--- src/design/ahfd_pkg.sv ---
// Shared types and constants for the ASCII hex frame decoder.
// No dependencies; imported by every module of the decoder except ahfd_checker.
`default_nettype none

package ahfd_pkg;

    localparam logic [7:0] CH_COLON = 8'h3A;
    localparam logic [7:0] CH_CR    = 8'h0D;
    localparam logic [7:0] CH_LF    = 8'h0A;

    localparam int          CAP_W       = 16;
    localparam int          COUNT_W     = 17;
    localparam logic [16:0] COUNT_MAX   = 17'h1FFFF;
    localparam logic [7:0]  ID_LAST_LOW = 8'd100;
    localparam logic [7:0]  ID_EXTRA    = 8'd120;
    localparam logic [15:0] CAP_RESET   = 16'd256;

    localparam int QUEUE_DEPTH = 2;
    localparam int QPTR_W      = (QUEUE_DEPTH > 1) ? $clog2(QUEUE_DEPTH) : 1;
    localparam int QCNT_W      = $clog2(QUEUE_DEPTH + 1);

    localparam int OUT_DATA_W = 32;

    typedef enum logic [2:0] {
        TK_COLON,
        TK_CR,
        TK_LF,
        TK_HEX,
        TK_BAD
    } t_tok_kind;

    typedef struct packed {
        t_tok_kind  kind;
        logic [3:0] nib;
    } t_token;

    typedef enum logic [2:0] {
        ST_OK       = 3'd0,
        ST_CHECKSUM = 3'd1,
        ST_BAD_CHAR = 3'd2,
        ST_SHORT    = 3'd3,
        ST_TOO_LONG = 3'd4
    } t_status;

    typedef enum logic {
        FS_IDLE,
        FS_FRAME
    } t_frame_state;

    // Result beat as it leaves the back end.
    typedef struct packed {
        logic       frame_end;
        logic [7:0] data_byte;
        logic [7:0] dest_id;
        logic [7:0] command;
        logic       id_known;
        t_status    status;
    } t_result;

endpackage

`default_nettype wire

--- src/design/ahfd_front.sv ---
// Front end: accepts characters and classifies them into tokens.
// Depends on ahfd_pkg; feeds ahfd_queue.
`default_nettype none

module ahfd_front (
    input  wire logic          i_valid,
    output logic               o_ready,
    input  wire logic [7:0]    i_char,
    input  wire logic          i_queue_full,
    output logic               o_push,
    output ahfd_pkg::t_token   o_token
);
    import ahfd_pkg::*;

    logic [3:0] nib;
    logic       is_hex;

    always_comb begin
        is_hex = 1'b1;
        nib    = 4'd0;
        if (i_char >= 8'h30 && i_char <= 8'h39) begin
            nib = 4'(i_char - 8'h30);
        end else if (i_char >= 8'h41 && i_char <= 8'h46) begin
            nib = 4'(i_char - 8'h37);
        end else if (i_char >= 8'h61 && i_char <= 8'h66) begin
            nib = 4'(i_char - 8'h57);
        end else begin
            is_hex = 1'b0;
        end
    end

    always_comb begin
        o_token.nib = nib;
        priority if (i_char == CH_COLON) begin
            o_token.kind = TK_COLON;
        end else if (i_char == CH_CR) begin
            o_token.kind = TK_CR;
        end else if (i_char == CH_LF) begin
            o_token.kind = TK_LF;
        end else if (is_hex) begin
            o_token.kind = TK_HEX;
        end else begin
            o_token.kind = TK_BAD;
        end
    end

    assign o_ready = !i_queue_full;
    // CR never changes frame state, so it is dropped here
    assign o_push  = i_valid && !i_queue_full && (o_token.kind != TK_CR);

endmodule

`default_nettype wire

--- src/design/ahfd_queue.sv ---
// Short token queue between front and back ends.
// Depends on ahfd_pkg for the token type and depth.
`default_nettype none

module ahfd_queue (
    input  wire logic          i_clk,
    input  wire logic          i_rst_n,
    input  wire logic          i_push,
    input  wire ahfd_pkg::t_token i_token,
    output logic               o_full,
    input  wire logic          i_pop,
    output logic               o_valid,
    output ahfd_pkg::t_token   o_token
);
    import ahfd_pkg::*;

    t_token              r_mem [QUEUE_DEPTH];
    logic [QPTR_W-1:0]   r_wr_ptr, n_wr_ptr;
    logic [QPTR_W-1:0]   r_rd_ptr, n_rd_ptr;
    logic [QCNT_W-1:0]   r_count, n_count;
    logic                do_push, do_pop;

    assign o_full  = (r_count == QCNT_W'(QUEUE_DEPTH));
    assign o_valid = (r_count != '0);
    assign o_token = r_mem[r_rd_ptr];
    assign do_push = i_push && !o_full;
    assign do_pop  = i_pop && o_valid;

    always_comb begin
        n_wr_ptr = r_wr_ptr;
        n_rd_ptr = r_rd_ptr;
        n_count  = r_count;
        if (do_push) begin
            n_wr_ptr = (r_wr_ptr == QPTR_W'(QUEUE_DEPTH - 1)) ? '0 : r_wr_ptr + 1'b1;
        end
        if (do_pop) begin
            n_rd_ptr = (r_rd_ptr == QPTR_W'(QUEUE_DEPTH - 1)) ? '0 : r_rd_ptr + 1'b1;
        end
        if (do_push && !do_pop) begin
            n_count = r_count + 1'b1;
        end else if (do_pop && !do_push) begin
            n_count = r_count - 1'b1;
        end
    end

    always_ff @(posedge i_clk) begin
        if (!i_rst_n) begin
            r_wr_ptr <= '0;
            r_rd_ptr <= '0;
            r_count  <= '0;
        end else begin
            r_wr_ptr <= n_wr_ptr;
            r_rd_ptr <= n_rd_ptr;
            r_count  <= n_count;
        end
    end

    always_ff @(posedge i_clk) begin
        if (do_push) begin
            r_mem[r_wr_ptr] <= i_token;
        end
    end

endmodule

`default_nettype wire

--- src/design/ahfd_back.sv ---
// Back end: frame tracking, byte assembly, checksum, payload hold-back
// and end-of-frame status. Depends on ahfd_pkg; drains ahfd_queue.
`default_nettype none

module ahfd_back (
    input  wire logic                       i_clk,
    input  wire logic                       i_rst_n,
    input  wire logic [ahfd_pkg::CAP_W-1:0] i_capacity,
    input  wire logic                       i_tok_valid,
    input  wire ahfd_pkg::t_token           i_token,
    output logic                            o_pop,
    output logic                            o_valid,
    input  wire logic                       i_ready,
    output ahfd_pkg::t_result               o_result
);
    import ahfd_pkg::*;

    t_frame_state        r_state, n_state;
    logic                r_have_hi, n_have_hi;
    logic [3:0]          r_hi, n_hi;
    logic [7:0]          r_sum, n_sum;
    logic [COUNT_W-1:0]  r_count, n_count;
    logic [7:0]          r_held, n_held;
    logic [7:0]          r_id, n_id;
    logic [7:0]          r_cmd, n_cmd;
    logic                r_bad, n_bad;
    logic                r_out_valid, n_out_valid;
    t_result             r_out, n_out;

    logic [7:0]          byte_val;
    logic [COUNT_W:0]    long_limit;
    logic                too_long;
    t_status             status;

    // a token is taken only when the result register is free or being drained this cycle
    assign o_pop = i_tok_valid && (!r_out_valid || i_ready);

    assign byte_val   = {r_hi, i_token.nib};
    assign long_limit = (COUNT_W+1)'(i_capacity) + (COUNT_W+1)'(3);
    assign too_long   = ({1'b0, r_count} >= long_limit);

    always_comb begin
        priority if (r_bad || r_have_hi) begin
            status = ST_BAD_CHAR;
        end else if (r_count < COUNT_W'(3)) begin
            status = ST_SHORT;
        end else if (too_long) begin
            status = ST_TOO_LONG;
        end else if (r_sum != 8'd0) begin
            status = ST_CHECKSUM;
        end else begin
            status = ST_OK;
        end
    end

    // next state
    always_comb begin
        n_state = r_state;
        if (o_pop) begin
            if (i_token.kind == TK_COLON) begin
                n_state = FS_FRAME;
            end else if (r_state == FS_FRAME && i_token.kind == TK_LF) begin
                n_state = FS_IDLE;
            end
        end
    end

    // datapath and result
    always_comb begin
        n_have_hi   = r_have_hi;
        n_hi        = r_hi;
        n_sum       = r_sum;
        n_count     = r_count;
        n_held      = r_held;
        n_id        = r_id;
        n_cmd       = r_cmd;
        n_bad       = r_bad;
        n_out_valid = r_out_valid && !i_ready;
        n_out       = r_out;

        if (o_pop) begin
            if (i_token.kind == TK_COLON) begin
                n_have_hi = 1'b0;
                n_hi      = 4'd0;
                n_sum     = 8'd0;
                n_count   = '0;
                n_held    = 8'd0;
                n_id      = 8'd0;
                n_cmd     = 8'd0;
                n_bad     = 1'b0;
            end else if (r_state == FS_FRAME) begin
                unique case (i_token.kind)
                    TK_LF: begin
                        n_out_valid        = 1'b1;
                        n_out.frame_end    = 1'b1;
                        n_out.data_byte    = 8'd0;
                        n_out.dest_id      = r_id;
                        n_out.command      = r_cmd;
                        n_out.id_known     = (r_id <= ID_LAST_LOW) || (r_id == ID_EXTRA);
                        n_out.status       = status;
                    end
                    TK_BAD: begin
                        n_bad = 1'b1;
                    end
                    TK_HEX: begin
                        if (!r_have_hi) begin
                            n_hi      = i_token.nib;
                            n_have_hi = 1'b1;
                        end else begin
                            n_have_hi = 1'b0;
                            n_sum     = r_sum + byte_val;
                            if (r_count == COUNT_W'(0)) begin
                                n_id = byte_val;
                            end else if (r_count == COUNT_W'(1)) begin
                                n_cmd = byte_val;
                            end else begin
                                // release the previous payload byte one byte late
                                if (r_count >= COUNT_W'(3)) begin
                                    n_out_valid     = 1'b1;
                                    n_out.frame_end = 1'b0;
                                    n_out.data_byte = r_held;
                                    n_out.dest_id   = 8'd0;
                                    n_out.command   = 8'd0;
                                    n_out.id_known  = 1'b0;
                                    n_out.status    = ST_OK;
                                end
                                n_held = byte_val;
                            end
                            if (r_count != COUNT_MAX) begin
                                n_count = r_count + 1'b1;
                            end
                        end
                    end
                    default: begin
                        // colon handled above; CR carries no work
                    end
                endcase
            end
        end
    end

    always_ff @(posedge i_clk) begin
        if (!i_rst_n) begin
            r_state     <= FS_IDLE;
            r_have_hi   <= 1'b0;
            r_hi        <= 4'd0;
            r_sum       <= 8'd0;
            r_count     <= '0;
            r_held      <= 8'd0;
            r_id        <= 8'd0;
            r_cmd       <= 8'd0;
            r_bad       <= 1'b0;
            r_out_valid <= 1'b0;
        end else begin
            r_state     <= n_state;
            r_have_hi   <= n_have_hi;
            r_hi        <= n_hi;
            r_sum       <= n_sum;
            r_count     <= n_count;
            r_held      <= n_held;
            r_id        <= n_id;
            r_cmd       <= n_cmd;
            r_bad       <= n_bad;
            r_out_valid <= n_out_valid;
        end
    end

    always_ff @(posedge i_clk) begin
        r_out <= n_out;
    end

    assign o_valid  = r_out_valid;
    assign o_result = r_out;

endmodule

`default_nettype wire

--- src/design/ascii_hex_frame_decoder.sv ---
// Top level of the ASCII hex frame decoder: capacity register, front end,
// token queue and back end. Depends on ahfd_pkg, ahfd_front, ahfd_queue, ahfd_back.
//
//   channel   | handshake                      | payload
//   ----------+--------------------------------+-----------------------------------
//   char in   | s_axis_tvalid / s_axis_tready  | s_axis_tdata = rx_char
//   result    | m_axis_tvalid / m_axis_tready  | m_axis_tdata, m_axis_tlast = frame_end
//   config    | i_cfg_valid / o_cfg_ready      | i_cfg_data = out_capacity
//
// One character per cycle is accepted while the token queue has room; one token
// per cycle leaves the queue while the result register is free or being drained.
// Between character beat and result beat lie the token queue and the result register.
// Reset (i_rst_n low, synchronous) empties the queue, drops any frame in progress
// and sets out_capacity to 256. A stalled result beat holds the back end; the
// two-entry queue keeps taking characters until it is full.
`default_nettype none

module ascii_hex_frame_decoder (
    input  wire logic        i_clk,
    input  wire logic        i_rst_n,

    input  wire logic        s_axis_tvalid,
    output logic             s_axis_tready,
    input  wire logic [7:0]  s_axis_tdata,   // [7:0] rx_char

    output logic             m_axis_tvalid,
    input  wire logic        m_axis_tready,
    output logic [31:0]      m_axis_tdata,   // [7:0] data_byte, [15:8] dest_id,
                                             // [23:16] command, [24] id_known,
                                             // [27:25] status, [31:28] zero
    output logic             m_axis_tlast,   // frame_end: status beat

    input  wire logic        i_cfg_valid,
    output logic             o_cfg_ready,
    input  wire logic [15:0] i_cfg_data      // out_capacity
);
    import ahfd_pkg::*;

    logic [CAP_W-1:0] r_capacity;
    logic             q_full;
    logic             push;
    t_token           front_tok;
    logic             q_valid;
    t_token           q_tok;
    logic             pop;
    t_result          result;

    // user rule, unchecked: capacity is rewritten only while the decoder is idle
    assign o_cfg_ready = 1'b1;

    always_ff @(posedge i_clk) begin
        if (!i_rst_n) begin
            r_capacity <= CAP_RESET;
        end else if (i_cfg_valid) begin
            r_capacity <= i_cfg_data;
        end
    end

    ahfd_front u_front (
        .i_valid      (s_axis_tvalid),
        .o_ready      (s_axis_tready),
        .i_char       (s_axis_tdata),
        .i_queue_full (q_full),
        .o_push       (push),
        .o_token      (front_tok)
    );

    ahfd_queue u_queue (
        .i_clk   (i_clk),
        .i_rst_n (i_rst_n),
        .i_push  (push),
        .i_token (front_tok),
        .o_full  (q_full),
        .i_pop   (pop),
        .o_valid (q_valid),
        .o_token (q_tok)
    );

    ahfd_back u_back (
        .i_clk       (i_clk),
        .i_rst_n     (i_rst_n),
        .i_capacity  (r_capacity),
        .i_tok_valid (q_valid),
        .i_token     (q_tok),
        .o_pop       (pop),
        .o_valid     (m_axis_tvalid),
        .i_ready     (m_axis_tready),
        .o_result    (result)
    );

    assign m_axis_tlast = result.frame_end;
    assign m_axis_tdata = {4'd0, result.status, result.id_known,
                           result.command, result.dest_id, result.data_byte};

endmodule

`default_nettype wire

--- config.mk ---
export PLATFORM = sky130hd
export DESIGN_NAME = ascii_hex_frame_decoder
export DESIGN_NICKNAME = d
export VERILOG_FILES = /design/src/design/ahfd_pkg.sv /design/src/design/ahfd_front.sv /design/src/design/ahfd_queue.sv /design/src/design/ahfd_back.sv /design/src/design/ascii_hex_frame_decoder.sv
export SDC_FILE = /design/constraint.sdc
export NUM_CORES = 1
export LEC_CHECK = 0
export ABC_AREA = 1
export BUFFER_PORTS_ARGS = -buffer_cell sky130_fd_sc_hd__buf_2
export CAP_MARGIN = 40
export CELL_PAD_IN_SITES_DETAIL_PLACEMENT = 1
export CELL_PAD_IN_SITES_GLOBAL_PLACEMENT = 2
export CORE_UTILIZATION = 35
export CTS_BUF_LIST = sky130_fd_sc_hd__clkbuf_2
export CTS_CLUSTER_SIZE = 12
export DETAILED_ROUTE_END_ITERATION = 8
export GPL_TIMING_DRIVEN = 0
export HOLD_SLACK_MARGIN = 0.1
export PLACE_DENSITY_LB_ADDON = 0.1
export SETUP_SLACK_MARGIN = 0.15
export SYNTH_ARGS = -nofsm -noshare
export SYNTH_HDL_FRONTEND = slang
export SYNTH_SLANG_ARGS = --single-unit
--- constraint.sdc ---
create_clock -name i_clk -period 2.6 [get_ports i_clk]
set_clock_uncertainty 0.15 [all_clocks]
set_input_delay 0 -clock i_clk [delete_from_list [all_inputs] [get_ports i_clk]]
set_output_delay 0 -clock i_clk [all_outputs]
set_load 0.02 [all_outputs]
==> metrics.cfg <==
[run_status]
run_status=complete, but fails checks
violations_in_the_final_reports=setup timing

[pwr]
power_per_cell_area_nw_per_um2=520.5
power.leakage_nw=4.115
ir_worst_vdd_mv=0.5494

[sta]
measured_slew_at_the_worst_slew_check_pin_ns=0.7441
finalHoldViolCount=0
layout_setup_ws_ns=-0.03635
holdWs_ns=0.1949
timing.final.setup_violations=1
min_period_over_period_pct=101.4
relative_slew_slack_pct=50.39
maxClockFrequency_mhz=379.3
post_layout_minimum_cycle_time_ns=2.636
rsz_0062_raised_after_global_routing=true
timing.setup.tns_ns=-0.03635
slew_violations=0

[critical_path]
crit_path_max_incr_delay_ns=0.40
path_common_cell=nor2_4
timing.critical_path.cells=inv_4 > ha_4 > nor2_4 > nand2_4 > nor2_4 > nand3_4 > nor2_4 > nand2_2 > xor2_2 > ha_4 > nand3_4 > nor3_4 > nand2_2 > nand3_2 > a21oi_2
worst_ep_arrival_time_ns=2.96
crit_type=register to register
worstPathMaxFanout=3
crit_slowest_cell=dfxtp_2
worst-endpoint-required_ns=2.93
timing.critical_path.from_type=register
endpoint_kind=register

[floorplan]
rows=50
dieHeight_um=140.6
initial_utilization_pct=35.85
core_um2=18770
design.die.area_um2=19780
pin_count=65
die_x_um=140.6

[synthesis]
synth_top_area_share_pct=23.21
avgSynthCellArea_um2=7.484
synth-edff-count=43
mappedNetlistArea_um2=6728
synth.yosys.seq_area_share_pct=42.40
synthesis.instances=899
synth-async-reset-ratio_pct=0
synth_cell_types=47
yosys-top-cells-area=dfxtp_1 23%, edfxtp_1 19%, nand2_1 12%
synth-seq-cells=121
synth.largest_area_cell=dfxtp_1
synth_top_flop_cell=dfxtp_1
synth-warning-count=0

[placed_design]
place.detailed.hpwl_mm=13.36
place_congestion=0.7959
placed_cells=1195
placement.io_buffers=58

[routing]
ant_nets=0
first_pass_iters=4
top_layer=met4
drt_iter0_markers=192
drc=0
routed_via_density=4.858
routed_wl_mm=21.35
met1Wirelength_mm=9.677
drt-wirelength-per-cell_um=15.87
wl_met2_mm=10.68
wl_met3_um=508
via_count=6534

[grt]
groute.usage.overall_pct=21.71
number_of_antenna_violations_at_the_first_check_in_global_routing=1
grt_pass1_wl_mm=33.12
vias_in_the_first_global_route=6633
largest_net_degree_at_the_start_of_global_routing=17
grt.overflow.total=0

[finish]
synthesis_to_layout_area_growth_pct=34.37
layoutNonFillerInstCount=1345
most-common-layout-cells=210 x nand2_1, 127 x nor2_1, 100 x inv_1
final.fill_count=2314
most_common_cell_after_layout_fill_and_taps_aside=nand2_1
final_layout_size_suffix_gt1_share_pct=20.90
finish.net_count=1161

[cts]
numClockSinks=121
cts.clk_slew.worst_paths_ns=0.20
clock_tree.htree_level_count=4
cts_buffer_depth=2
tritoncts_clock_tree=yes
cts_inserted_buffers=17
worst_skew_pair.late_latency_ns=0.73
ctsRootBufferMaster=clkbuf_2

[min_path]
hold_class=input port to register

[run]
cap_violations=0

## report_power, final
part           total, W  switching (W)  internal (W)
combinational   0.00127       0.000825      0.000444
sequential      0.00211      0.0000603       0.00205
clock           0.00132       0.000787      0.000535
total           0.00471        0.00167       0.00303
## cell usage after synthesis (4+ instances only)
cell type and count:
edfxtp_1 43, inv_1 105, nand3_2 4, nand3b_1 5
nor2_1 137, inv_2 5, buf_6 5, nand4_1 14
nand3_1 48, nand2_1 219, ha_1 34, xor2_1 15
dfxtp_1 78, a21oi_1 65, nand2_2 4, xnor2_1 7
clkbuf_1 11, o21ai_0 32, buf_2 5, buf_4 9
nor3_1 16
## per-stage QoR
stage                     utilization (%)  setup slack (ns)  power (W)  area, um^2
after floorplan                         -            0.2199   0.002896        6739
after global placement              39.01           -0.4925   0.003175        7322
after detailed placement            39.09           -0.4738   0.003189        7337
after CTS                           46.67           0.01986   0.004649        8758
after global routing                48.17           -0.1493   0.004960        9040
final                               48.17          -0.03635   0.004705        9040
## logic make-up after synthesis
kind of cell    synth area share (%)
xor+xnor                       2.864
other cells                   0.1116
simple gates                   29.20
buf+inv                        9.280
flops                          42.40
compound gates                 9.522
fa+ha+maj                      6.621
## worst max-delay path, delay by kind of cell (launching register included)
family	cells	cell delay, ns
compound gates	1	0.06
xor+xnor	1	0.18
fa+ha+maj	2	0.45
buf+inv	1	0.05
flops	1	0.40
simple gates	10	1.11
## flip-flops by register name, summed over array words and instances (netlist names), 8 cells and up, named ones only
signal           flops
u_back.o_result     29
u_back.r_cmd         8
u_back.r_id          8
u_back.r_held        8
u_queue.r_mem       14
r_capacity          16
u_back.r_sum         8
u_back.r_count      17
## final timing paths
kind | from | end | slack, ns | cells after the start
max | r_capacity[0]$_SDFFE_PN0P_ | u_back.o_result[0]$_SDFFCE_PP0P_ | -0.04 | 15
min | s_axis_tdata[5] | u_queue.r_mem[1][4]$_DFFE_PP_ | 0.19 | 5
max reg2reg | r_capacity[0]$_SDFFE_PN0P_ | u_back.o_result[0]$_SDFFCE_PP0P_ | -0.04 | 15
min reg2reg | u_back.r_bad$_SDFFE_PN0P_ | u_back.r_bad$_SDFFE_PN0P_ | 0.32 | 2
## final cells by class
class | instances | area [um^2] | area share, %
Inverter | 113 | 437.9 | 4.844
Sequential cell | 121 | 2882 | 31.88
Clock inverter | 13 | 153.9 | 1.702
Tap cell | 234 | 292.8 | 3.239
Antenna cell | 1 | 2.502 | 0.02768
Timing Repair Buffer | 176 | 1419 | 15.70
Buffer | 31 | 201.4 | 2.228
Clock buffer | 19 | 95.09 | 1.052
Multi-Input combinational cell | 637 | 3556 | 39.34
## layer usage
| layer | vias to the layer above | track usage (%) |
|---|---|---|
| li1 | 3285 | - |
| met1 | 3101 | 26.32 |
| met2 | 113 | 38.70 |
| met3 | 35 | 4.008 |
| met4 | 0 | 6.979 |
| met5 | - | 0 |
## repair_timing
| item | in CTS | in global routing |
|---|---|---|
| hold endpoints to repair | 106 | 0 |
| pin swaps | 23 | 24 |
| gates resized for setup | 46 | 50 |
| endpoints found under the setup margin | 48 | 55 |
| hold buffers | 90 | 0 |
| setup buffers | 16 | 12 |
Note: power is estimated with default switching activity, not from simulation.
